--- src/rtl/tfpf_pkg.sv ---
`timescale 1ns / 1ps
`default_nettype none
// ----------------------------------------------------------------------------
// tfpf_pkg: shared types and constants of the thermal frame packet framer
// Frame geometry, header constants, action codes and the byte job record.
// ----------------------------------------------------------------------------
package tfpf_pkg;

  // Frame geometry
  localparam int PIXEL_ROWS     = 24;
  localparam int WORDS_PER_ROW  = 32;
  localparam int AUX_WORD_COUNT = 64;

  localparam int PIXEL_TOTAL = PIXEL_ROWS * WORDS_PER_ROW;
  localparam int FRAME_TOTAL = PIXEL_TOTAL + AUX_WORD_COUNT;

  // Words sent in raw mode for each subpage (eeprom mode sends FRAME_TOTAL)
  localparam int RAW_WORDS_SUB0 = ((PIXEL_ROWS + 1) / 2) * WORDS_PER_ROW + AUX_WORD_COUNT;
  localparam int RAW_WORDS_SUB1 = (PIXEL_ROWS / 2) * WORDS_PER_ROW + AUX_WORD_COUNT;

  localparam int WCNT_W = $clog2(FRAME_TOTAL + 1);
  localparam int COL_W  = (WORDS_PER_ROW > 1) ? $clog2(WORDS_PER_ROW) : 1;

  // Byte position within one job
  localparam int IDX_W        = 5;
  localparam int HDR_LAST_IDX = 27;

  // Header constants
  localparam logic [7:0] MAGIC_M      = 8'h4D;
  localparam logic [7:0] MAGIC_L      = 8'h4C;
  localparam logic [7:0] MAGIC_X      = 8'h58;
  localparam logic [7:0] MAGIC_RAW    = 8'h52;
  localparam logic [7:0] MAGIC_EEPROM = 8'h45;
  localparam logic [7:0] HDR_VERSION  = 8'h01;
  localparam logic [7:0] FLAG_SUBPAGE = 8'h01;
  localparam logic [7:0] FLAG_COMPACT = 8'h40;
  localparam logic [7:0] FLAG_OVERRUN = 8'h80;
  localparam int         STATUS_OVERRUN_BIT = 3;

  // Data job byte positions
  localparam logic [IDX_W-1:0] DATA_HI_IDX  = IDX_W'(0);
  localparam logic [IDX_W-1:0] DATA_LO_IDX  = IDX_W'(1);
  localparam logic [IDX_W-1:0] SUM_LO_IDX   = IDX_W'(2);
  localparam logic [IDX_W-1:0] SUM_HI_IDX   = IDX_W'(3);

  typedef enum logic [1:0] {
    ACT_START_RAW    = 2'd0,
    ACT_START_EEPROM = 2'd1,
    ACT_DATA_WORD    = 2'd2,
    ACT_RESET_SEQ    = 2'd3
  } action_t;

  // One pending run of output bytes: a header or a data/checksum group
  typedef struct packed {
    logic        hdr;
    logic        ee;
    logic [7:0]  flags;
    logic [15:0] words;
    logic [31:0] seq;
    logic [31:0] tick;
    logic [31:0] rtime;
    logic [15:0] status;
    logic [15:0] control;
    logic [15:0] word;
  } job_t;

endpackage
`default_nettype wire

--- src/rtl/tfpf_byte_mux.sv ---
`timescale 1ns / 1ps
`default_nettype none
// ----------------------------------------------------------------------------
// tfpf_byte_mux: byte selector of the packet framer
// Picks the packet byte at a given position of the current job.
// ----------------------------------------------------------------------------
module tfpf_byte_mux
  import tfpf_pkg::*;
(
  input  job_t             job,
  input  logic [IDX_W-1:0] idx,
  input  logic [15:0]      sum,
  output logic [7:0]       out_byte
);

  logic [31:0] size;

  // Payload size is twice the word count
  assign size = {15'd0, job.words, 1'b0};

  // Select the byte of a header or of a data/checksum group
  always_comb begin
    out_byte = 8'd0;
    if (job.hdr) begin
      case (idx)
        5'd0:  out_byte = MAGIC_M;
        5'd1:  out_byte = MAGIC_L;
        5'd2:  out_byte = MAGIC_X;
        5'd3:  out_byte = job.ee ? MAGIC_EEPROM : MAGIC_RAW;
        5'd4:  out_byte = HDR_VERSION;
        5'd5:  out_byte = job.flags;
        5'd6:  out_byte = job.words[7:0];
        5'd7:  out_byte = job.words[15:8];
        5'd8:  out_byte = job.seq[7:0];
        5'd9:  out_byte = job.seq[15:8];
        5'd10: out_byte = job.seq[23:16];
        5'd11: out_byte = job.seq[31:24];
        5'd12: out_byte = job.tick[7:0];
        5'd13: out_byte = job.tick[15:8];
        5'd14: out_byte = job.tick[23:16];
        5'd15: out_byte = job.tick[31:24];
        5'd16: out_byte = job.rtime[7:0];
        5'd17: out_byte = job.rtime[15:8];
        5'd18: out_byte = job.rtime[23:16];
        5'd19: out_byte = job.rtime[31:24];
        5'd20: out_byte = job.status[7:0];
        5'd21: out_byte = job.status[15:8];
        5'd22: out_byte = job.control[7:0];
        5'd23: out_byte = job.control[15:8];
        5'd24: out_byte = size[7:0];
        5'd25: out_byte = size[15:8];
        5'd26: out_byte = size[23:16];
        5'd27: out_byte = size[31:24];
        default: out_byte = 8'd0;
      endcase
    end else begin
      case (idx)
        DATA_HI_IDX: out_byte = job.word[15:8];
        DATA_LO_IDX: out_byte = job.word[7:0];
        SUM_LO_IDX:  out_byte = sum[7:0];
        SUM_HI_IDX:  out_byte = sum[15:8];
        default:     out_byte = 8'd0;
      endcase
    end
  end

endmodule
`default_nettype wire

--- src/rtl/thermal_frame_packet_framer.sv ---
`timescale 1ns / 1ps
`default_nettype none
// ----------------------------------------------------------------------------
// thermal_frame_packet_framer: sensor word to packet byte stream framer
// Builds headers, selects frame words and appends the packet checksum.
// ----------------------------------------------------------------------------
// Usage:
//   The slave channel takes one action per transaction: s_tuser holds the
//   action code, s_tdata the status, control, tick, read time and word.
//   The master channel returns one packet byte per transaction, with m_tlast
//   high on the final checksum byte of a packet.
//   A start transaction yields a 28-byte header, a data word yields up to two
//   payload bytes plus two checksum bytes on the last frame word.
//   The first byte of a transaction is valid in the cycle after it is
//   accepted. Throughput: one byte per cycle while m_tready is high. The
//   job register feeding the byte selector sets the rate: the next
//   transaction is accepted in the cycle the last byte of the current job
//   is taken.
//   Reset clears the sequence counter, the checksum and all packet state;
//   no packet is open afterwards. When the receiver stalls, the current byte
//   holds and s_tready drops once the pending job cannot retire.
// ----------------------------------------------------------------------------
module thermal_frame_packet_framer
  import tfpf_pkg::*;
(
  input  wire logic         clk,
  input  wire logic         rst,
  input  wire logic         s_tvalid,
  output logic              s_tready,
  // [15:0] sensor_status, [31:16] sensor_control, [63:32] tick_ms,
  // [95:64] read_time_us, [111:96] frame_word
  input  wire logic [111:0] s_tdata,
  // [1:0] action
  input  wire logic [1:0]   s_tuser,
  output logic              m_tvalid,
  input  wire logic         m_tready,
  // [7:0] out_byte
  output logic [7:0]        m_tdata,
  output logic              m_tlast
);

  // Input fields
  action_t     action;
  logic [15:0] sensor_status;
  logic [15:0] sensor_control;
  logic [31:0] tick_ms;
  logic [31:0] read_time_us;
  logic [15:0] frame_word;

  // Packet state
  logic [31:0]       sequence_count;
  logic [15:0]       running_sum;
  logic [WCNT_W-1:0] word_counter;
  logic [COL_W-1:0]  col_count;
  logic              row_odd;
  logic              eeprom_mode;
  logic              subpage_bit;
  logic              packet_open;

  // Job (result) register
  job_t              job;
  job_t              job_next;
  logic              busy;
  logic [IDX_W-1:0]  idx;
  logic [IDX_W-1:0]  last_idx;
  logic [IDX_W-1:0]  idx_first;
  logic [IDX_W-1:0]  last_next;

  logic in_fire;
  logic out_fire;
  logic job_done;
  logic load;
  logic is_start;
  logic is_data;
  logic send;
  logic close;
  logic in_pixels;
  logic sub_in;
  logic [7:0] out_byte;

  assign action         = action_t'(s_tuser);
  assign sensor_status  = s_tdata[15:0];
  assign sensor_control = s_tdata[31:16];
  assign tick_ms        = s_tdata[63:32];
  assign read_time_us   = s_tdata[95:64];
  assign frame_word     = s_tdata[111:96];

  // Handshakes
  assign out_fire = busy && m_tready;
  assign job_done = out_fire && (idx == last_idx);
  assign s_tready = !busy || job_done;
  assign in_fire  = s_tvalid && s_tready;

  // Decode the action and the word selection
  assign sub_in    = sensor_status[0];
  assign in_pixels = word_counter < WCNT_W'(PIXEL_TOTAL);

  always_comb begin
    is_start = 1'b0;
    is_data  = 1'b0;
    unique case (action) inside
      ACT_START_RAW, ACT_START_EEPROM: is_start = 1'b1;
      ACT_DATA_WORD:                   is_data  = packet_open;
      ACT_RESET_SEQ:                   is_start = 1'b0;
      default:                         is_start = 1'b0;
    endcase
  end

  assign send  = eeprom_mode || !in_pixels || (row_odd == subpage_bit);
  assign close = word_counter == WCNT_W'(FRAME_TOTAL - 1);
  assign load  = in_fire && (is_start || (is_data && (send || close)));

  // Build the next job from the accepted transaction
  always_comb begin
    job_next      = '0;
    job_next.word = frame_word;
    job_next.tick = tick_ms;
    idx_first     = DATA_HI_IDX;
    last_next     = DATA_LO_IDX;
    if (is_start) begin
      job_next.hdr = 1'b1;
      idx_first    = IDX_W'(0);
      last_next    = IDX_W'(HDR_LAST_IDX);
      if (action == ACT_START_EEPROM) begin
        job_next.ee    = 1'b1;
        job_next.words = 16'(FRAME_TOTAL);
      end else begin
        job_next.flags   = FLAG_COMPACT | (sub_in ? FLAG_SUBPAGE : 8'd0)
                         | (sensor_status[STATUS_OVERRUN_BIT] ? FLAG_OVERRUN : 8'd0);
        job_next.words   = sub_in ? 16'(RAW_WORDS_SUB1) : 16'(RAW_WORDS_SUB0);
        job_next.seq     = sequence_count;
        job_next.rtime   = read_time_us;
        job_next.status  = sensor_status;
        job_next.control = sensor_control;
      end
    end else begin
      idx_first = send ? DATA_HI_IDX : SUM_LO_IDX;
      last_next = close ? SUM_HI_IDX : DATA_LO_IDX;
    end
  end

  // Control state: packet tracking and sequence counter
  always_ff @(posedge clk) begin
    if (rst) begin
      sequence_count <= '0;
      word_counter   <= '0;
      col_count      <= '0;
      row_odd        <= 1'b0;
      eeprom_mode    <= 1'b0;
      subpage_bit    <= 1'b0;
      packet_open    <= 1'b0;
    end else if (in_fire) begin
      if (is_start) begin
        word_counter <= '0;
        col_count    <= '0;
        row_odd      <= 1'b0;
        packet_open  <= 1'b1;
        eeprom_mode  <= (action == ACT_START_EEPROM);
        subpage_bit  <= (action == ACT_START_RAW) && sub_in;
        if (action == ACT_START_RAW) begin
          sequence_count <= sequence_count + 32'd1;
        end
      end else if (action == ACT_RESET_SEQ) begin
        sequence_count <= '0;
      end else if (is_data) begin
        word_counter <= word_counter + WCNT_W'(1);
        if (col_count == COL_W'(WORDS_PER_ROW - 1)) begin
          col_count <= '0;
          row_odd   <= !row_odd;
        end else begin
          col_count <= col_count + COL_W'(1);
        end
        if (close) begin
          packet_open <= 1'b0;
        end
      end
    end
  end

  // Job register and byte position
  always_ff @(posedge clk) begin
    if (rst) begin
      busy     <= 1'b0;
      idx      <= '0;
      last_idx <= '0;
    end else begin
      if (job_done) begin
        busy <= 1'b0;
      end else if (out_fire) begin
        idx <= idx + IDX_W'(1);
      end
      if (load) begin
        busy     <= 1'b1;
        idx      <= idx_first;
        last_idx <= last_next;
      end
    end
  end

  always_ff @(posedge clk) begin
    if (load) begin
      job <= job_next;
    end
  end

  // Accumulate the checksum over header and payload bytes
  always_ff @(posedge clk) begin
    if (rst) begin
      running_sum <= '0;
    end else if (load && is_start) begin
      running_sum <= '0;
    end else if (out_fire && (job.hdr || idx < SUM_LO_IDX)) begin
      running_sum <= running_sum + {8'd0, out_byte};
    end
  end

  tfpf_byte_mux u_byte_mux (
    .job      (job),
    .idx      (idx),
    .sum      (running_sum),
    .out_byte (out_byte)
  );

  assign m_tvalid = busy;
  assign m_tdata  = out_byte;
  assign m_tlast  = !job.hdr && (idx == SUM_HI_IDX);

endmodule
`default_nettype wire
--- config.mk ---
export PLATFORM = sky130hd
export DESIGN_NAME = thermal_frame_packet_framer
export DESIGN_NICKNAME = d
export VERILOG_FILES = /design/src/rtl/tfpf_pkg.sv /design/src/rtl/tfpf_byte_mux.sv /design/src/rtl/thermal_frame_packet_framer.sv
export SDC_FILE = /design/constraint.sdc
export NUM_CORES = 1
export LEC_CHECK = 0
export BUFFER_PORTS_ARGS = -buffer_cell sky130_fd_sc_hd__buf_2
export CORE_MARGIN = 2
export CORE_UTILIZATION = 55
export DETAILED_ROUTE_END_ITERATION = 6
export MAX_ROUTING_LAYER = met4
export PLACE_DENSITY = 0.72
export SETUP_SLACK_MARGIN = 0.2
export SYNTH_ARGS = -nofsm -noshare
export SYNTH_HDL_FRONTEND = slang
export SYNTH_HIERARCHICAL = 1
export SYNTH_SLANG_ARGS = --single-unit
export TNS_END_PERCENT = 10
--- constraint.sdc ---
create_clock -name clk -period 10.22 [get_ports clk]
set_input_delay 3.066 -clock clk [delete_from_list [all_inputs] [get_ports clk]]
set_output_delay 3.066 -clock clk [all_outputs]
set_load 0.005 [all_outputs]
==> results_dict.tcl <==
set metrics [dict create \
    status "complete, no violations" \
    start_util_pct 56.13 \
    fp.dieW_um 147.9 \
    vias_per_cell 5.946 \
    grt.total_usage_pct 28.02 \
    placed_area_um2 12230 \
    root_buffer "clkbuf_16" \
    cts_buffers 23 \
    cp.arrival_ns 3.59 \
    grt_antenna_before_repair 0 \
    sw_frac_of_total_pct 22.86 \
    fin_area_um2 13020 \
    synth_cell_types 86 \
    ys_ff_latch 225 \
    r2r-start "idx[0]" \
    synth_top_family_by_area "simple AND/OR/NAND/NOR gates" \
    cts_buffer_depth 3 \
    required_ns 7.15 \
    place.gp.congestion 1.006 \
    fmax_mhz 150.4 \
    synth.mux.area_fraction_pct 4.217 \
    final_nets 1312 \
    postCtsResizedCells 0 \
    hp-start "col_count[4]" \
    pwr-share-comb_pct 7.4 \
    synth_top_flop_cell "edfxtp_1" \
    p_per_area_nw_per_um2 158.3 \
    synth_simple_gate_area_share_pct 24.35 \
    synth.avg_cell_area_um2 10.83 \
    cp-start-kind "register" \
    p_seq_share_pct 50.8 \
    skew_ns 0.008843 \
    row_count 52 \
    seq_area_frac_synth_pct 52.62 \
    hold_buffers 0 \
    fin_tns_setup_ns 0 \
    postCtsSetupRepairBufs 0 \
    rsz0062_at_grt "false" \
    nFillCells 1617 \
    path_clk_slew_ns 0.06 \
    p_switching_uw 471.0 \
    post_drt_wl_per_cell_um 20.41 \
    drc 0 \
    critical_path_class "reg2out" \
    peakVddDrop_v 0.0001255 \
    synth-adder-area-share_pct 2.152 \
    rrSetupSlack_ns 5.28 \
    drt_iter0_drc 910 \
    synth_cells 1052 \
    layout-drive-gt1-share_pct 19.30 \
    synth_edf_count 149 \
    synthXorXnorAreaFrac_pct 3.613 \
    grt-ovfl-total 0 \
    hold_path_class "reg2reg" \
    antenna_left 0 \
    cts_tree "built" \
    fp.dieH_um 147.9 \
    cts_max_level 1 \
    die_area_um2 21880 \
    port_buffers 128 \
    ys_async_sr_fraction_pct 0 \
    clock_latency_ns 0.52 \
    grt_pass1_wl_mm 46.00 \
    yosysTopAreaCellShare_pct 39.27 \
    drv_cap 0 \
    ys_top_cells_by_area "edfxtp_1 39%, dfxtp_1 13%, and2_1 5.5%" \
    syn-cell-area_um2 11390 \
    hpwl_mm 20.38 \
    yosysTopAreaCell "edfxtp_1" \
    drt_first_pass_iters 5 \
    holdPathStages 2 \
    crit_path_max_fanout 48 \
    intPower_mw 1.590 \
    syn_to_final_growth_pct 14.22 \
    r2r-end "running_sum[8]" \
    slew_viol_final 0 \
    p_clk_share_pct 41.8 \
    drt-total-wl_mm 29.84 \
    hold_viol_final 0 \
    synth_compound_area_share_pct 9.564 \
    vias 8693 \
    antenna-diode-count 0 \
    hold_end "col_count[4]" \
    power.leakage_nw 4.668 \
    worstMarginPinSlew_ns 1.249 \
    ys.warnings.count 6 \
    crit_path_end_kind "output pin" \
    boundaryPins 129 \
    clock_sinks 225 \
    setup_viol 0 \
    post-route-min-period_ns 6.651 \
    relSlewSlack_pct 16.55 \
    r2r_cells 15 \
    grt_pass1_vias 8109 \
    fin_crit_sh_pct 65.08 \
    core_area_um2 20300 \
    grt_max_degree 98 \
]
==> Yosys cell counts, types with 20 or more instances <==
master and number:
and2_1 101, buf_2 29, nor2_1 82, edfxtp_1 149, nand3_1 63, nand4_1 23
dfxtp_1 76, clkbuf_1 29, a21oi_1 43, nor3_1 20, nand2_1 60, xnor2_1 38
o21ai_0 32
==> per-stage QoR <==
stage	hold slack, ns	instances	util, %	total power, mW	setup WS [ns]
4_1_cts	0.4692	1462	64.11	2.070	3.628
5_1_grt	0.4995	1462	64.11	2.122	3.378
2_1_floorplan	0.4362	1080	-	1.156	3.029
6_report	0.4639	1462	64.11	2.061	3.569
3_3_place_gp	0.4529	1420	60.24	1.215	3.601
3_5_place_dp	0.4600	1420	60.24	1.215	3.379
==> how the worst max path moves through the flow <==
stage | from | endpoint | slack [ns] | depth (start not counted)
3_3_place_gp | s_tuser[1] | last_idx[1] | 3.60 | 10
2_1_floorplan | s_tvalid | job[0] | 3.03 | 5
4_1_cts | idx[1] | m_tdata[5] | 3.63 | 7
6_report | idx[1] | m_tdata[5] | 3.57 | 7
3_5_place_dp | s_tuser[1] | last_idx[1] | 3.38 | 10
5_1_grt | idx[1] | m_tdata[5] | 3.38 | 7
==> layout make-up <==
class | instances | area (um^2) | area share [%]
Sequential cell | 225 | 6001 | 46.11
Multi-Input combinational cell | 772 | 5114 | 39.29
Timing Repair Buffer | 138 | 715.7 | 5.499
Clock buffer | 29 | 660.6 | 5.076
Tap cell | 270 | 337.8 | 2.596
Clock inverter | 13 | 125.1 | 0.9614
Inverter | 15 | 61.31 | 0.4711
==> cells in the final DEF (no fill, tap or decap), drive strengths merged, types with 6 or more instances in the layout <==
master / n
clkinv: 9
nand2: 62
o21ai: 34
mux2: 19
conb: 29
nor2b: 11
nand4: 24
xnor2: 38
and3b: 14
nor3: 21
and3: 11
a21oi: 43
clkbuf: 29
ha: 18
nand3b: 15
mux2i: 6
mux4: 9
a32oi: 11
or4: 7
inv: 15
nand3: 64
xor2: 9
or3: 10
dfxtp: 76
nor2: 82
buf: 138
edfxtp: 149
nor3b: 10
nand2b: 9
and2: 101
nor4: 19
a22oi: 13
==> critical path, cell delays in order (launching register included) <==
cell,delay (ns)
dfxtp_2,0.52
buf_4,0.52
nor2b_1,0.95
a22oi_1,0.15
o211ai_1,0.32
nor4_1,0.09
o21ai_0,0.31
buf_2,0.18
==> sequential cells by signal (all words and copies together) (netlist names), 3 cells and up <==
signal and count:
job 149, sequence_count 32, running_sum 16, word_counter 10, col_count 5, idx 5, last_idx 3
==> cell families after synthesis <==
| kind of cell | Yosys count |
|---|---|
| AOI/OAI and AO/OA | 159 |
| DFF | 225 |
| muxes | 34 |
| and+or+nand+nor | 484 |
| other | 1 |
| buffers and inverters | 83 |
| xor gates and xnor gates | 47 |
| adders and majority gates | 19 |
==> power groups by stage <==
stage | Combinational, mW | Sequential (mW) | Clock [mW]
after floorplan | 0.0972 | 1.06 | 0
after global placement | 0.149 | 1.07 | 0
after detailed placement | 0.151 | 1.06 | 0
after CTS | 0.152 | 1.05 | 0.872
after global routing | 0.168 | 1.05 | 0.906
final | 0.153 | 1.05 | 0.862
==> routing by layer <==
| layer | part of all wire (%) | GRT usage, % | vias to the layer above |
|---|---|---|---|
| met5 | 0 | - | - |
| met4 | 3.0 | 8.286 | 0 |
| met3 | 7.4 | 3.395 | 58 |
| met2 | 46 | 42.23 | 377 |
| met1 | 44 | 40.26 | 4142 |
| li1 | - | - | 4116 |
Power figures use the tool's default switching activity.
